[config.mk]
export PLATFORM = sky130hd
export DESIGN_NAME = swing_foot_cubic_trajectory
export DESIGN_NICKNAME = d
export VERILOG_FILES = /design/src/sv/sfct_pkg.sv /design/src/sv/sfct_alu.sv /design/src/sv/swing_foot_cubic_trajectory.sv
export SDC_FILE = /design/constraint.sdc
export NUM_CORES = 2
export LEC_CHECK = 0
export ABC_CLOCK_PERIOD_IN_PS = 21100
export BUFFER_PORTS_ARGS = -buffer_cell sky130_fd_sc_hd__buf_2
export CORE_MARGIN = 2
export CORE_UTILIZATION = 25
export DETAILED_ROUTE_END_ITERATION = 12
export SYNTH_ARGS = -nofsm -noshare
export SYNTH_HDL_FRONTEND = slang
export SYNTH_SLANG_ARGS = --single-unit
[constraint.sdc]
create_clock -name clk -period 21.1 [get_ports clk]
set_input_delay 6.33 -clock clk [delete_from_list [all_inputs] [get_ports clk]]
set_output_delay 6.33 -clock clk [all_outputs]
set_load 0.03 [all_outputs]
[src/sv/sfct_pkg.sv]
// Shared types, constants and helper functions of the swing-foot trajectory block.
package sfct_pkg;

	localparam int FRAC_BITS_DEF = 16;
	localparam int MUL_STEPS     = 33;
	localparam int NUM_AXES      = 3;

	localparam logic [31:0] PERIOD_RST = 32'd19661;
	localparam logic [31:0] LIFT_RST   = 32'd5243;

	localparam logic CFG_PERIOD = 1'b0;
	localparam logic CFG_LIFT   = 1'b1;

	localparam logic [1:0] KIND_AXIS = 2'd0;
	localparam logic [1:0] KIND_ROW  = 2'd1;
	localparam logic [1:0] KIND_EVAL = 2'd2;

	typedef enum logic {
		ALU_MUL,
		ALU_DIV
	} alu_op_t;

	typedef struct packed {
		logic    start;
		alu_op_t op;
	} alu_req_t;

	typedef enum logic [3:0] {
		ST_IDLE,
		ST_SEG,
		ST_CHK,
		ST_DIV,
		ST_C1,
		ST_CF,
		ST_COEF_A,
		ST_COEF_B,
		ST_M1,
		ST_M2,
		ST_M3,
		ST_ROT,
		ST_OUT
	} state_t;

	function automatic logic signed [63:0] sx64(input logic [31:0] v);
		return {{32{v[31]}}, v};
	endfunction

	// Clamp a 64-bit signed value to the 32-bit signed range.
	function automatic logic signed [31:0] sat32(input logic signed [63:0] v);
		if (v[63:31] != {33{v[63]}}) begin
			return v[63] ? 32'h8000_0000 : 32'h7FFF_FFFF;
		end
		return v[31:0];
	endfunction

endpackage

[src/sv/sfct_alu.sv]
// Shared bit-serial unit: signed shift-add multiply with floor shift, or restoring divide.
module sfct_alu #(
	parameter int FRAC_BITS = sfct_pkg::FRAC_BITS_DEF
) (
	input  logic               clk,
	input  logic               arst_n,
	input  sfct_pkg::alu_req_t req,
	input  logic signed [63:0] mul_a,
	input  logic [32:0]        mul_b,
	input  logic [31:0]        div_num,
	input  logic [31:0]        div_den,
	output logic               done,
	output logic signed [63:0] result
);

	localparam int CW = 6;

	logic                  busy_q;
	logic                  done_q;
	sfct_pkg::alu_op_t     op_q;
	logic [CW-1:0]         cnt_q;
	logic signed [63:0]    a_q;
	logic [32:0]           b_q;
	logic signed [63:0]    hi_q;
	logic [32:0]           lo_q;
	logic [32:0]           rem_q;
	logic [31:0]           den_q;
	logic [FRAC_BITS-1:0]  quo_q;

	logic                  last;
	logic signed [64:0]    a_ext;
	logic signed [64:0]    addend;
	logic signed [64:0]    psum;
	logic [33:0]           rem2;
	logic [33:0]           rdiff;
	logic                  ge;
	logic [96:0]           prod;

	always_comb begin
		last   = (cnt_q == CW'(1));
		a_ext  = {a_q[63], a_q};
		addend = '0;
		if (b_q[0]) begin
			// The top multiplier bit carries negative weight.
			addend = last ? -a_ext : a_ext;
		end
		psum   = {hi_q[63], hi_q} + addend;
		rem2   = {rem_q, 1'b0};
		ge     = (rem2 >= {2'b00, den_q});
		rdiff  = rem2 - {2'b00, den_q};
		prod   = {hi_q, lo_q};
		if (op_q == sfct_pkg::ALU_DIV) begin
			result = {{(64-FRAC_BITS){1'b0}}, quo_q};
		end else begin
			result = $signed(prod[FRAC_BITS +: 64]);
		end
	end

	assign done = done_q;

	always_ff @(posedge clk or negedge arst_n) begin
		if (!arst_n) begin
			busy_q <= 1'b0;
			done_q <= 1'b0;
			cnt_q  <= '0;
			op_q   <= sfct_pkg::ALU_MUL;
		end else begin
			done_q <= busy_q & last;
			if (req.start) begin
				busy_q <= 1'b1;
				op_q   <= req.op;
				cnt_q  <= (req.op == sfct_pkg::ALU_MUL) ? CW'(sfct_pkg::MUL_STEPS)
				                                        : CW'(FRAC_BITS);
			end else if (busy_q) begin
				cnt_q <= cnt_q - CW'(1);
				if (last) begin
					busy_q <= 1'b0;
				end
			end
		end
	end

	always_ff @(posedge clk) begin
		if (req.start) begin
			a_q   <= mul_a;
			b_q   <= mul_b;
			hi_q  <= '0;
			lo_q  <= '0;
			rem_q <= {1'b0, div_num};
			den_q <= div_den;
			quo_q <= '0;
		end else if (busy_q) begin
			if (op_q == sfct_pkg::ALU_MUL) begin
				hi_q <= psum[64:1];
				lo_q <= {psum[0], lo_q[32:1]};
				b_q  <= b_q >> 1;
			end else begin
				rem_q <= ge ? rdiff[32:0] : rem2[32:0];
				quo_q <= {quo_q[FRAC_BITS-2:0], ge};
			end
		end
	end

endmodule

[src/sv/swing_foot_cubic_trajectory.sv]
// Top level of the swing-foot trajectory generator: stores, sequencer and output register.
// Load items are accepted only while idle and never raise in_stall. By default values carry
// 16 fraction bits. For an evaluate item the shared bit-serial unit runs one divide and five
// multiplies for each segment that runs its curve, none for a segment that holds its end
// value, and nine multiplies for the rotation.
// Only one item is in flight; in_stall is high from acceptance until the result is registered.
// Reset clears the endpoint stores, loads the identity rotation and the register defaults.
module swing_foot_cubic_trajectory #(
	parameter int FRAC_BITS = sfct_pkg::FRAC_BITS_DEF
) (
	input  logic               clk,
	input  logic               arst_n,
	input  logic               in_valid,
	output logic               in_stall,
	input  logic [1:0]         kind,
	input  logic [1:0]         slot,
	input  logic signed [31:0] begin_position,
	input  logic signed [31:0] begin_velocity,
	input  logic signed [31:0] finish_position,
	input  logic signed [31:0] finish_velocity,
	input  logic signed [31:0] row_col0,
	input  logic signed [31:0] row_col1,
	input  logic signed [31:0] row_col2,
	input  logic [31:0]        elapsed_time,
	output logic               out_valid,
	input  logic               out_stall,
	output logic signed [31:0] foot_x,
	output logic signed [31:0] foot_y,
	output logic signed [31:0] foot_z,
	input  logic               cfg_we,
	input  logic               cfg_index,
	input  logic [31:0]        cfg_data
);

	// One in fixed point, the diagonal of the reset rotation.
	localparam logic [31:0] ONE_FX = 32'd1 << FRAC_BITS;

	sfct_pkg::state_t state_q, state_d;

	// Configuration registers.
	logic [31:0] period_q;
	logic [31:0] lift_q;

	// Endpoint stores per axis and the rotation, row-major.
	logic [31:0] x0_st_q [3];
	logic [31:0] v0_st_q [3];
	logic [31:0] xf_st_q [3];
	logic [31:0] vf_st_q [3];
	logic [31:0] rot_st_q [3][3];

	// Sequencer control.
	logic       launched_q;
	logic [1:0] seg_q;
	logic [1:0] ri_q;
	logic [1:0] rj_q;
	logic       out_valid_q;

	// Working registers of one segment.
	logic [31:0]        t_q;
	logic [31:0]        tt_q;
	logic [31:0]        pp_q;
	logic signed [63:0] x0_q, v0_q, xf_q, vf_q;
	logic [32:0]        s_q;
	logic signed [63:0] c1_q, cf_q, d_q, e_q, c2_q, c3_q, acc_q;
	logic signed [31:0] pv_q [3];
	logic signed [63:0] sum_q;
	logic signed [31:0] rot_res_q [3];
	logic signed [31:0] foot_x_q, foot_y_q, foot_z_q;

	// Shared unit hookup.
	sfct_pkg::alu_req_t alu_req;
	logic signed [63:0] alu_a;
	logic [32:0]        alu_b;
	logic               alu_done;
	logic signed [63:0] alu_res;

	logic               accept;
	logic               out_free;
	logic               seg_last;
	logic               step_done;

	// Segment selection.
	logic signed [63:0] apex;
	logic [31:0]        half;
	logic signed [63:0] sel_x0, sel_v0, sel_xf, sel_vf;
	logic [31:0]        sel_t, sel_p;
	logic signed [63:0] rot_sum;
	logic [31:0]        rot_coef;

	assign accept    = in_valid && !in_stall;
	assign out_free  = !out_valid_q || !out_stall;
	assign seg_last  = (seg_q == 2'd2);
	assign step_done = launched_q && alu_done;
	assign in_stall  = (state_q != sfct_pkg::ST_IDLE);
	assign out_valid = out_valid_q;
	assign foot_x    = foot_x_q;
	assign foot_y    = foot_y_q;
	assign foot_z    = foot_z_q;

	// The Z axis splits at half the period: a rise to the apex with zero end velocity,
	// then a fall from the apex with zero start velocity to the stored end state.
	always_comb begin
		apex = sfct_pkg::sx64(x0_st_q[2]) + sfct_pkg::sx64(lift_q);
		half = {1'b0, period_q[31:1]};
		sel_x0 = sfct_pkg::sx64(x0_st_q[seg_q]);
		sel_v0 = sfct_pkg::sx64(v0_st_q[seg_q]);
		sel_xf = sfct_pkg::sx64(xf_st_q[seg_q]);
		sel_vf = sfct_pkg::sx64(vf_st_q[seg_q]);
		sel_t  = t_q;
		sel_p  = period_q;
		if (seg_last) begin
			if (t_q < half) begin
				sel_xf = apex;
				sel_vf = '0;
				sel_p  = half;
			end else begin
				sel_x0 = apex;
				sel_v0 = '0;
				sel_t  = t_q - half;
				sel_p  = period_q - half;
			end
		end
		rot_coef = rot_st_q[rj_q][ri_q];
		rot_sum  = sum_q + alu_res;
	end

	// Next state and shared unit requests.
	always_comb begin
		state_d       = state_q;
		alu_req.start = 1'b0;
		alu_req.op    = sfct_pkg::ALU_MUL;
		alu_a         = v0_q;
		alu_b         = {1'b0, pp_q};
		case (state_q)
			sfct_pkg::ST_IDLE: begin
				if (accept && kind == sfct_pkg::KIND_EVAL) begin
					state_d = sfct_pkg::ST_SEG;
				end
			end
			sfct_pkg::ST_SEG: begin
				state_d = sfct_pkg::ST_CHK;
			end
			sfct_pkg::ST_CHK: begin
				// At or past the period, or with an empty period, the end value holds.
				if (tt_q >= pp_q) begin
					state_d = seg_last ? sfct_pkg::ST_ROT : sfct_pkg::ST_SEG;
				end else begin
					state_d = sfct_pkg::ST_DIV;
				end
			end
			sfct_pkg::ST_DIV: begin
				alu_req.start = !launched_q;
				alu_req.op    = sfct_pkg::ALU_DIV;
				if (step_done) begin
					state_d = sfct_pkg::ST_C1;
				end
			end
			sfct_pkg::ST_C1: begin
				alu_req.start = !launched_q;
				if (step_done) begin
					state_d = sfct_pkg::ST_CF;
				end
			end
			sfct_pkg::ST_CF: begin
				alu_req.start = !launched_q;
				alu_a         = vf_q;
				if (step_done) begin
					state_d = sfct_pkg::ST_COEF_A;
				end
			end
			sfct_pkg::ST_COEF_A: begin
				state_d = sfct_pkg::ST_COEF_B;
			end
			sfct_pkg::ST_COEF_B: begin
				state_d = sfct_pkg::ST_M1;
			end
			sfct_pkg::ST_M1: begin
				alu_req.start = !launched_q;
				alu_a         = c3_q;
				alu_b         = s_q;
				if (step_done) begin
					state_d = sfct_pkg::ST_M2;
				end
			end
			sfct_pkg::ST_M2: begin
				alu_req.start = !launched_q;
				alu_a         = acc_q;
				alu_b         = s_q;
				if (step_done) begin
					state_d = sfct_pkg::ST_M3;
				end
			end
			sfct_pkg::ST_M3: begin
				alu_req.start = !launched_q;
				alu_a         = acc_q;
				alu_b         = s_q;
				if (step_done) begin
					state_d = seg_last ? sfct_pkg::ST_ROT : sfct_pkg::ST_SEG;
				end
			end
			sfct_pkg::ST_ROT: begin
				// Transposed rotation: output i sums R[j][i] * p[j] over j.
				alu_req.start = !launched_q;
				alu_a         = sfct_pkg::sx64(pv_q[rj_q]);
				alu_b         = {rot_coef[31], rot_coef};
				if (step_done && rj_q == 2'd2 && ri_q == 2'd2) begin
					state_d = sfct_pkg::ST_OUT;
				end
			end
			sfct_pkg::ST_OUT: begin
				if (out_free) begin
					state_d = sfct_pkg::ST_IDLE;
				end
			end
			default: begin
				state_d = sfct_pkg::ST_IDLE;
			end
		endcase
	end

	sfct_alu #(
		.FRAC_BITS (FRAC_BITS)
	) u_alu (
		.clk     (clk),
		.arst_n  (arst_n),
		.req     (alu_req),
		.mul_a   (alu_a),
		.mul_b   (alu_b),
		.div_num (tt_q),
		.div_den (pp_q),
		.done    (alu_done),
		.result  (alu_res)
	);

	always_ff @(posedge clk or negedge arst_n) begin
		if (!arst_n) begin
			state_q <= sfct_pkg::ST_IDLE;
		end else begin
			state_q <= state_d;
		end
	end

	// Control state, configuration and stores.
	always_ff @(posedge clk or negedge arst_n) begin
		if (!arst_n) begin
			launched_q  <= 1'b0;
			seg_q       <= '0;
			ri_q        <= '0;
			rj_q        <= '0;
			out_valid_q <= 1'b0;
			period_q    <= sfct_pkg::PERIOD_RST;
			lift_q      <= sfct_pkg::LIFT_RST;
			for (int i = 0; i < 3; i++) begin
				x0_st_q[i] <= '0;
				v0_st_q[i] <= '0;
				xf_st_q[i] <= '0;
				vf_st_q[i] <= '0;
				for (int j = 0; j < 3; j++) begin
					rot_st_q[i][j] <= (i == j) ? ONE_FX : '0;
				end
			end
		end else begin
			if (cfg_we) begin
				case (cfg_index)
					sfct_pkg::CFG_PERIOD: period_q <= cfg_data;
					sfct_pkg::CFG_LIFT:   lift_q   <= cfg_data;
					default: ;
				endcase
			end
			if (accept && slot < 2'(sfct_pkg::NUM_AXES)) begin
				case (kind)
					sfct_pkg::KIND_AXIS: begin
						x0_st_q[slot] <= begin_position;
						v0_st_q[slot] <= begin_velocity;
						xf_st_q[slot] <= finish_position;
						vf_st_q[slot] <= finish_velocity;
					end
					sfct_pkg::KIND_ROW: begin
						rot_st_q[slot][0] <= row_col0;
						rot_st_q[slot][1] <= row_col1;
						rot_st_q[slot][2] <= row_col2;
					end
					default: ;
				endcase
			end

			if (alu_req.start) begin
				launched_q <= 1'b1;
			end else if (alu_done) begin
				launched_q <= 1'b0;
			end

			if (state_q == sfct_pkg::ST_IDLE) begin
				seg_q <= '0;
				ri_q  <= '0;
				rj_q  <= '0;
			end
			if ((state_q == sfct_pkg::ST_CHK && tt_q >= pp_q) ||
			    (state_q == sfct_pkg::ST_M3 && step_done)) begin
				seg_q <= seg_q + 2'd1;
			end
			if (state_q == sfct_pkg::ST_ROT && step_done) begin
				if (rj_q == 2'd2) begin
					rj_q <= '0;
					ri_q <= ri_q + 2'd1;
				end else begin
					rj_q <= rj_q + 2'd1;
				end
			end

			if (out_valid_q && !out_stall) begin
				out_valid_q <= 1'b0;
			end
			if (state_q == sfct_pkg::ST_OUT && out_free) begin
				out_valid_q <= 1'b1;
			end
		end
	end

	// Datapath registers.
	always_ff @(posedge clk) begin
		if (accept) begin
			t_q <= elapsed_time;
		end
		if (state_q == sfct_pkg::ST_IDLE) begin
			sum_q <= '0;
		end
		case (state_q)
			sfct_pkg::ST_SEG: begin
				x0_q <= sel_x0;
				v0_q <= sel_v0;
				xf_q <= sel_xf;
				vf_q <= sel_vf;
				tt_q <= sel_t;
				pp_q <= sel_p;
			end
			sfct_pkg::ST_CHK: begin
				if (tt_q >= pp_q) begin
					pv_q[seg_q] <= sfct_pkg::sat32(xf_q);
				end
			end
			sfct_pkg::ST_DIV: begin
				if (step_done) begin
					s_q <= alu_res[32:0];
				end
			end
			sfct_pkg::ST_C1: begin
				if (step_done) begin
					c1_q <= alu_res;
				end
			end
			sfct_pkg::ST_CF: begin
				if (step_done) begin
					cf_q <= alu_res;
				end
			end
			sfct_pkg::ST_COEF_A: begin
				d_q <= xf_q - x0_q;
				e_q <= c1_q + cf_q;
			end
			sfct_pkg::ST_COEF_B: begin
				// c2 = 3D - 2c1 - cf, c3 = c1 + cf - 2D.
				c2_q <= d_q + (d_q <<< 1) - e_q - c1_q;
				c3_q <= e_q - (d_q <<< 1);
			end
			sfct_pkg::ST_M1: begin
				if (step_done) begin
					acc_q <= c2_q + alu_res;
				end
			end
			sfct_pkg::ST_M2: begin
				if (step_done) begin
					acc_q <= c1_q + alu_res;
				end
			end
			sfct_pkg::ST_M3: begin
				if (step_done) begin
					pv_q[seg_q] <= sfct_pkg::sat32(x0_q + alu_res);
				end
			end
			sfct_pkg::ST_ROT: begin
				if (step_done) begin
					if (rj_q == 2'd2) begin
						rot_res_q[ri_q] <= sfct_pkg::sat32(rot_sum);
						sum_q           <= '0;
					end else begin
						sum_q <= rot_sum;
					end
				end
			end
			sfct_pkg::ST_OUT: begin
				if (out_free) begin
					foot_x_q <= rot_res_q[0];
					foot_y_q <= rot_res_q[1];
					foot_z_q <= rot_res_q[2];
				end
			end
			default: ;
		endcase
	end

endmodule
==> impl_metrics.csv <==
group,metric,value,unit
outcome,status,"finished clean",
power,leakagePower,0.0557,uW
setup_path,cpLargestDelayFamily,"buffers and inverters",
setup_path,worst_setup_path_start_kind,"flop",
power,p_int,6800,uW
cells_and_area,multi_input_area,0.0611,mm^2
timing,final-setup-viol-count,0,
cts,clockBufferDepth,4,
setup_path,cp.required,14770,ps
synthesis,synth_area_leaders,"edfxtp_1 (28%), dfrtp_1 (15%), mux2_2 (7.0%)",
power,powerDensity,63.1,mW/mm^2
synthesis,synth_area_leader_cell,"edfxtp_1",
power,ir_drop,0.0683,mV
timing,relSlewSlack,6.51,%
floorplan,rows,256,
cts,cts-htree-levels,4,
place,port_buffers,395,
cells_and_area,register_area,0.0569,mm^2
setup_path,cp.arrival,2770,ps
global_routing,grt_overflow_total,0,
timing,tns,0,ps
cts,cts_resized,0,
setup_path,crit_path_end_kind,"output pin",
cts,cts-root-buf,"clkbuf_16",
cts,cts_inserted_buffers,226,
power,clockPowerShare,47.2,%
power,seq_power_share,48.8,%
detailed_routing,wl,405000,um
synthesis,syn_nets,12600,
cts,clock_sinks,2075,
global_routing,antenna_found_initial,77,
floorplan,fp.coreArea,0.487,mm^2
setup_path,cpPeakStageDelay,750,ps
global_routing,grt_use_total,15.8,%
floorplan,die_x,703,um
synthesis,synth_area,0.122,mm^2
cells_and_area,stdcell_count,18500,
cells_and_area,fillers,50400,
cts,cts_setup_buffers,0,
place,preCtsSetupSlack,11330,ps
cells_and_area,layout-area-overhead-vs-synth,13.9,%
cells_and_area,drive_above_1_share,16.0,%
synthesis,ys.flop_type,"edfxtp_1",
synthesis,async_flop_share,36.5,%
detailed_routing,vias,93000,
place,gp_congestion,0.967,
synthesis,yosys_warnings,0,
global_routing,grt_pass1_wl,595000,um
synthesis,synth_edf_count,1156,
floorplan,chipHeight,703,um
setup_path,crit_buf_inv,2,
timing,worst_pin_slew,1400,ps
timing,fin_skew,141,ps
detailed_routing,drt_iter0_drc,9753,
job,maxCapViolCount,0,
power,power_frac_comb,4.0,%
timing,clock.fmax,110,MHz
cts,cts.reportedPaths.clkPinSlew,60,ps
place,hpwlAfterDp,306000,um
detailed_routing,postRouteAntennaNets,0,
detailed_routing,vias_per_cell,5.04,
hold_path,hold_class,"flop to flop",
timing,whs,413,ps
synthesis,ys_types,125,
synthesis,ys_top_cells_by_count,"edfxtp_1 (1156), a21oi_1 (1023), nor2_1 (893)",
global_routing,grt_pass1_vias,88700,
setup_path,crit_path_top_delay_cell,"dfrtp_1",
synthesis,syn_avg_cell_area,10.5,um^2
timing,post-route-period-util,43.1,%
timing,timing.final.ws_setup,12000,ps
setup_path,worstSetupPathType,"flop to output pin",
timing,finalHoldViolCount,0,
synthesis,synth_cells,11600,
synthesis,seq_area_frac_synth,46.6,%
floorplan,die-area,0.494,mm^2
power,netSwitchingFraction,22.6,%
cells_and_area,final_nets,12800,
synthesis,synth_top_cell_area_share,28.4,%
floorplan,start_util,25.1,%
setup_path,crit_fanout,17,
cts,worstSkewPairLatency,980,ps
cts,cts_tree,"built",
global_routing,grt_max_degree,141,
synthesis,ys_ff_latch,2075,
timing,post-route-min-period,9100,ps
setup_path,crit_chain,"nor4_2, inv_1, buf_2",
detailed_routing,drt-pass1-iter-count,6,
power,p_sw,1990,uW
place,place_inst,18000,
timing,grt_setup_unrepaired,"false",
cts,cts_hold_buf,0,
detailed_routing,wire_per_inst,21.9,um
floorplan,pin_count,396,
detailed_routing,drc,0,
synthesis,synth.most_common_cell,"edfxtp_1",
timing,maxSlewViolCount,0,
## final cells by class
type / instances / area share (%)
Tap cell: 6450 / 5.80
Multi-Input combinational cell: 8412 / 43.9
Clock inverter: 115 / 0.951
Inverter: 526 / 1.42
Antenna cell: 15 / 0.0270
Timing Repair Buffer: 571 / 2.40
Clock buffer: 303 / 4.55
Sequential cell: 2075 / 40.9
## kinds of logic after synthesis
logic type                 count (synthesis)  share of synthesized area [%]
AOI/OAI and AO/OA                       3097                           16.1
and+or+nand+nor                         2833                           11.0
DFF                                     2075                           46.6
buffers and inverters                   1117                           3.64
muxes                                   1035                           9.27
xor gates and xnor gates                 727                           5.22
adders and majority gates                720                           8.14
## power groups by stage
| stage | clock [uW] | combinational [uW] | sequential (uW) |
|---|---|---|---|
| after floorplan | 0 | 211 | 4360 |
| after global placement | 0 | 341 | 4370 |
| after detailed placement | 0 | 344 | 4370 |
| after CTS | 4220 | 347 | 4290 |
| after global routing | 4370 | 391 | 4290 |
| final | 4150 | 347 | 4290 |
## worst register-to-register path: cells and delay by family, from the launching register on
| kind | cells | cell delay, ps |
|---|---|---|
| adders and majority gates | 1 | 570 |
| AOI/OAI and AO/OA | 9 | 3950 |
| buffers and inverters | 1 | 300 |
| muxes | 2 | 1030 |
| DFF | 1 | 960 |
| and+or+nand+nor | 4 | 1000 |
## registers in the layout, summed over array words and instances, names as in the netlist, 33 cells and up
| register | flops |
|---|---|
| acc_q | 64 |
| c1_q | 64 |
| c2_q | 64 |
| c3_q | 64 |
| cf_q | 64 |
| d_q | 64 |
| e_q | 64 |
| pv_q | 96 |
| rot_res_q | 96 |
| rot_st_q | 288 |
| s_q | 33 |
| sum_q | 64 |
| u_alu.a_q | 64 |
| u_alu.b_q | 33 |
| u_alu.hi_q | 64 |
| u_alu.rem_q | 33 |
| v0_st_q | 96 |
| vf_st_q | 96 |
| x0_q | 33 |
| x0_st_q | 96 |
| xf_q | 33 |
| xf_st_q | 96 |
## through the flow
| step | area [um^2] | util [%] | total power [uW] |
|---|---|---|---|
| 2_1_floorplan | 122000 | - | 4570 |
| 3_3_place_gp | 131000 | 27.0 | 4710 |
| 3_5_place_dp | 131000 | 27.0 | 4710 |
| 4_1_cts | 139000 | 28.6 | 8860 |
| 5_1_grt | 139000 | 28.6 | 9050 |
| 6_report | 139000 | 28.6 | 8780 |
## worst paths after layout
kind / startpoint / end / slack, ps / cells past startpoint
min in group asynchronous: arst_n / rot_st_q[267] / 5430 / 1
max in group asynchronous: arst_n / v0_st_q[82] / 12570 / 4
worst max register to register: u_alu.op_q / pv_q[0][0] / 12990 / 17
worst min-delay path: rot_res_q[2][27] / foot_z[27] / 410 / 0
worst min register to register: rot_res_q[2][27] / foot_z[27] / 410 / 0
worst max-delay path: state_q[1] / in_stall / 12000 / 3
## cells in the final DEF, fill, tap and decap left out, drive strengths merged, types with 162 or more instances in the layout
cell and count:
edfxtp 1156, a21oi 1055, nor2 896, nand2 872, mux2 764, dfrtp 738, o21ai 661, buf 571
ha 551, inv 532, xnor2 529, clkbuf 303, a21o 271, mux2i 271, xor2 198, dfxtp 162
## per-layer routing
| layer | GRT usage, % | up-vias | share of wire, % |
|---|---|---|---|
| li1 | - | 42800 | - |
| met2 | 23.5 | 3375 | 42 |
| met4 | 4.71 | 46 | 3.2 |
| met3 | 3.02 | 640 | 8.1 |
| met1 | 23.1 | 46100 | 47 |
| met5 | 0 | - | 0.078 |
Power figures use the tool's default switching activity.
